<file path="src/sv/skt_pkg.sv">
package skt_pkg;

  localparam int TABLE_DEPTH  = 64;
  localparam int PAYLOAD_BITS = 32;
  localparam int IDX_W        = $clog2(TABLE_DEPTH);
  localparam int CNT_W        = $clog2(TABLE_DEPTH + 1);

  typedef enum logic [2:0] {
    ACT_INSERT = 3'd0,
    ACT_REMOVE = 3'd1,
    ACT_FIND   = 3'd2,
    ACT_READ   = 3'd3,
    ACT_CLEAR  = 3'd4
  } action_t;

  typedef enum logic [1:0] {
    ST_OK      = 2'd0,
    ST_FULL    = 2'd1,
    ST_MISSING = 2'd2,
    ST_RANGE   = 2'd3
  } status_t;

  typedef enum logic [1:0] {
    S_IDLE,
    S_CMP,
    S_UPD
  } state_t;

  // Operation held for the whole of its compare and update cycles.
  typedef struct packed {
    action_t                 action;
    logic [31:0]             key;
    logic [PAYLOAD_BITS-1:0] payload;
    logic [5:0]              pos;
  } cmd_t;

  // Broadcast control from the sequencer to every cell.
  typedef struct packed {
    logic cmp_en;
    logic upd_en;
    logic full;
    logic found;
  } ctl_t;

  // Compare results a cell holds between its compare and update cycles.
  typedef struct packed {
    logic lt;
    logic eq;
    logic sel;
  } flag_t;

endpackage

</file>
<file path="src/sv/skt_cell.sv">
module skt_cell (
  input  logic                          clk,
  input  skt_pkg::cmd_t                 cmd,
  input  skt_pkg::ctl_t                 ctl,
  input  logic [skt_pkg::IDX_W-1:0]     idx,
  input  logic [skt_pkg::CNT_W-1:0]     fill,
  input  logic                          left_lt,
  input  logic [31:0]                   left_key,
  input  logic [skt_pkg::PAYLOAD_BITS-1:0] left_payload,
  input  logic [31:0]                   right_key,
  input  logic [skt_pkg::PAYLOAD_BITS-1:0] right_payload,
  output logic [31:0]                   key,
  output logic [skt_pkg::PAYLOAD_BITS-1:0] payload,
  output skt_pkg::flag_t                flags
);
  import skt_pkg::*;

  logic  held;
  flag_t flags_next;

  // A cell holds an entry when its position lies below the fill count.
  assign held = CNT_W'(idx) < fill;

  always_comb begin
    flags_next.lt  = held && (key < cmd.key);
    flags_next.eq  = held && (key == cmd.key);
    flags_next.sel = held && (32'(cmd.pos) == 32'(idx));
  end

  always_ff @(posedge clk) begin
    if (ctl.cmp_en) begin
      flags <= flags_next;
    end
    if (ctl.upd_en) begin
      case (cmd.action)
        ACT_INSERT: begin
          // Cells at or after the insertion point take the new entry or
          // the entry of their left neighbour.
          if (!ctl.full && !flags.lt) begin
            if (left_lt) begin
              key     <= cmd.key;
              payload <= cmd.payload;
            end else begin
              key     <= left_key;
              payload <= left_payload;
            end
          end
        end
        ACT_REMOVE: begin
          if (ctl.found && !flags.lt) begin
            key     <= right_key;
            payload <= right_payload;
          end
        end
        default: begin
        end
      endcase
    end
  end

endmodule

</file>
<file path="config.mk">
export PLATFORM = sky130hd
export DESIGN_NAME = skt_cell
export DESIGN_NICKNAME = d
export VERILOG_FILES = /design/src/sv/skt_pkg.sv /design/src/sv/skt_cell.sv
export SDC_FILE = /design/constraint.sdc
export NUM_CORES = 1
export LEC_CHECK = 0
export BUFFER_PORTS_ARGS = -buffer_cell sky130_fd_sc_hd__buf_2
export CORE_AREA = 3 3 110 112
export CTS_BUF_LIST = sky130_fd_sc_hd__clkbuf_4 sky130_fd_sc_hd__clkbuf_8
export DETAILED_ROUTE_END_ITERATION = 12
export DIE_AREA = 0 0 113 115
export PLACE_DENSITY_LB_ADDON = 0.12
export SYNTH_ARGS = -nofsm -noshare
export SYNTH_HDL_FRONTEND = slang
export SYNTH_SLANG_ARGS = --single-unit
</file>
<file path="constraint.sdc">
create_clock -name clk -period 17.6 [get_ports clk]
set_input_delay 3.52 -clock clk [delete_from_list [all_inputs] [get_ports clk]]
set_output_delay 3.52 -clock clk [all_outputs]
set_load 0.02 [all_outputs]
</file>
==> impl_metrics.csv <==
group,metric,value,unit
yosys,syn_inst,422,
floorplan,rows,39,
yosys,ys_warn_count,0,
worst_setup_path,worst_setup_path_end_kind,"flip-flop",
sta,slew-limit-headroom,0.2604,
global_routing,grt_overflow_total,0,
worst_setup_path,crit_required,17.63,ns
global_routing,grt_pass1_wl,19.91,mm
sta,fin_skew,0.01298,ns
place,gp_congestion,0.7843,
routing,vias_per_cell,4.864,
hold_path,hold_class,"reg2reg",
global_routing,antenna_found_initial,1,
yosys,syn_avg_cell_area,10.43,um^2
yosys,ys_ff_latch,67,
routing,wire_per_inst,15.23,um
floorplan,die_h,115,um
floorplan,coreArea,11320,um^2
routing,first_pass_iters,4,
place,numPortBuffers,286,
worst_setup_path,crit_fanout,128,
cts,clock-sinks,67,
place,place_area,5901,um^2
routing,num_vias,4125,
cts,cts_setup_buffers,0,
cells_and_area,area_growth,38.85,%
cells_and_area,num-nets-final,957,
sta,grt_setup_unrepaired,"no",
sta,hold_slack,0.8760,ns
sta,min_period_over_period,0.2815,
yosys,ys_types,34,
cts,clk_pin_slew,0.06,ns
cells_and_area,layout-drive-gt1-share,0.4375,
cts,hold_buffers,0,
sta,hold_violations,0,
cts,cts_resized,0,
cts,clock_latency,0.34,ns
cts,cts_root_buf,"clkbuf_8",
cts,cts_tree,"done",
global_routing,grt_pass1_vias,4189,
pwr,p_per_area,64.44,nW/um^2
sta,period_minus_slack,4.954,ns
routing,final_antenna_net_count,0,
floorplan,die_w,113,um
routing,drt-initial-drc-count,149,
place,dpl.hpwl,10.20,mm
cts,cts_buffers,9,
yosys,netlist_area,4403,um^2
cts,htree_levels,3,
floorplan,start_util,0.3889,
sta,finalSetupTns,0,ns
sta,setup_viol,0,
outcome,status,"completed",
yosys,syn_nets,679,
sta,maxSlewViolCount,0,
floorplan,ios,287,
yosys,seq_area_frac_synth,0.4569,
global_routing,grt_max_degree,129,
cts,cts_buffer_depth,2,
routing,drc,0,
pwr,ir_drop,42.74,uV
pwr,leakagePower,3.013,nW
floorplan,dieArea,13000,um^2
run,maxCapViolCount,0,
routing,wl,12.92,mm
sta,worstMarginPinSlew,1.109,ns
worst_setup_path,crit_type,"in2reg",
cells_and_area,final_cell_area,6113,um^2
sta,timing.fmax,201.9,MHz
worst_setup_path,crit_path_start_kind,"input pin",
worst_setup_path,r2r_slack,15.65,ns
cells_and_area,post-route-util,0.5400,
worst_setup_path,cp.arrival,4.98,ns
global_routing,grt_use_total,0.1941,
-- final cells by class --
class | count | area [um^2]
multi-input combinational | 297 | 2122
sequential | 67 | 2012
inverter | 37 | 138.9
fill | 1084 | 5207
clock inverter | 3 | 63.81
timing repair buffer | 288 | 1449
tap | 143 | 178.9
clock buffer | 12 | 146.4
antenna | 1 | 2.502
-- power breakdown --
| part | switching, mW | internal (mW) |
|---|---|---|
| registers | 0.000996 | 0.181 |
| clock network | 0.0575 | 0.0835 |
| logic | 0.0348 | 0.0366 |
-- flip-flops by register name, summed over array words and instances, names as in the netlist --
name / count
flags: 3
key: 32
payload: 32
-- cell families (layout without fill, tap and decap cells) --
family,Yosys count,in the layout,synth area share
adders and majority gates,37,37,0.1051
DFF,67,67,0.4569
other,0,1,0
AOI/OAI and AO/OA,92,92,0.1103
muxes,64,64,0.1455
xor gates and xnor gates,6,6,0.01194
buffers and inverters,58,340,0.06393
and+or+nand+nor,98,98,0.1063
-- path summary, 6_finish.rpt --
check / cells after the start / endpoint / start
setup / recovery: 4 / payload[2] / cmd[72]
hold / removal: 4 / flags[2] / key[31]
setup reg to reg: 3 / key[18] / flags[2]
hold reg to reg: 4 / flags[2] / key[31]
-- per-stage QoR --
step | instances | total power [mW] | setup WS [ns]
2_1_floorplan | 422 | 0.2232 | 7.150
3_3_place_gp | 832 | 0.2551 | 12.41
3_5_place_dp | 832 | 0.2575 | 12.27
4_1_cts | 847 | 0.3999 | 12.64
5_1_grt | 848 | 0.4139 | 12.46
6_report | 848 | 0.3939 | 12.65
-- synthesized netlist by cell type, drive strengths merged --
cell	instances	area, um^2
nand3	4	20.02
nor2	3	11.26
a21oi	15	75.07
nand2b	1	6.260
nor2b	2	12.51
xnor2	4	35.03
a21o	3	22.52
nand2	72	270.3
o32ai	1	8.760
mux2i	64	640.6
clkbuf	7	38.78
a31oi	1	6.260
a211oi	1	7.510
nand4bb	1	11.26
o21ai	68	340.3
o211ai	1	7.510
a221oi	2	17.52
nor4	4	37.53
xor2	2	17.52
ha	37	462.9
inv	37	138.9
nor3b	1	12.51
nand4	6	37.54
buf	14	103.8
and4	3	28.78
nand3b	1	20.02
edfxtp	67	2012
-- routing by layer --
metal	vias up	share of wire	track usage
met5	-	0	0
met4	0	0.017	0.07692
met3	14	0.087	0.05316
met2	163	0.53	0.3610
met1	1870	0.37	0.2087
li1	2078	-	-
-- worst max-delay path, cell delays in order --
cell,delay [ns]
buf_2,0.12
nor3b_4,0.18
buf_4,0.85
o21ai_0,0.28
-- cell usage in the layout, fill, tap and decap left out, types with 2 or more instances in the layout --
master and count:
bufinv_16 2, nand3_1 4, mux2i_1 64, ha_1 37, edfxtp_1 67, o21ai_1 7
buf_2 285, buf_4 3, nand2_1 72, nor2b_1 2, inv_1 37, xnor2_1 4
nor4_2 3, clkbuf_4 3, o21ai_0 61, a21oi_1 15, nor2_1 3, and4_1 2
nand4_1 6, a21o_1 3, a221oi_1 2, xor2_1 2, clkbuf_8 9
No activity file was read; power rests on OpenSTA's default activity.
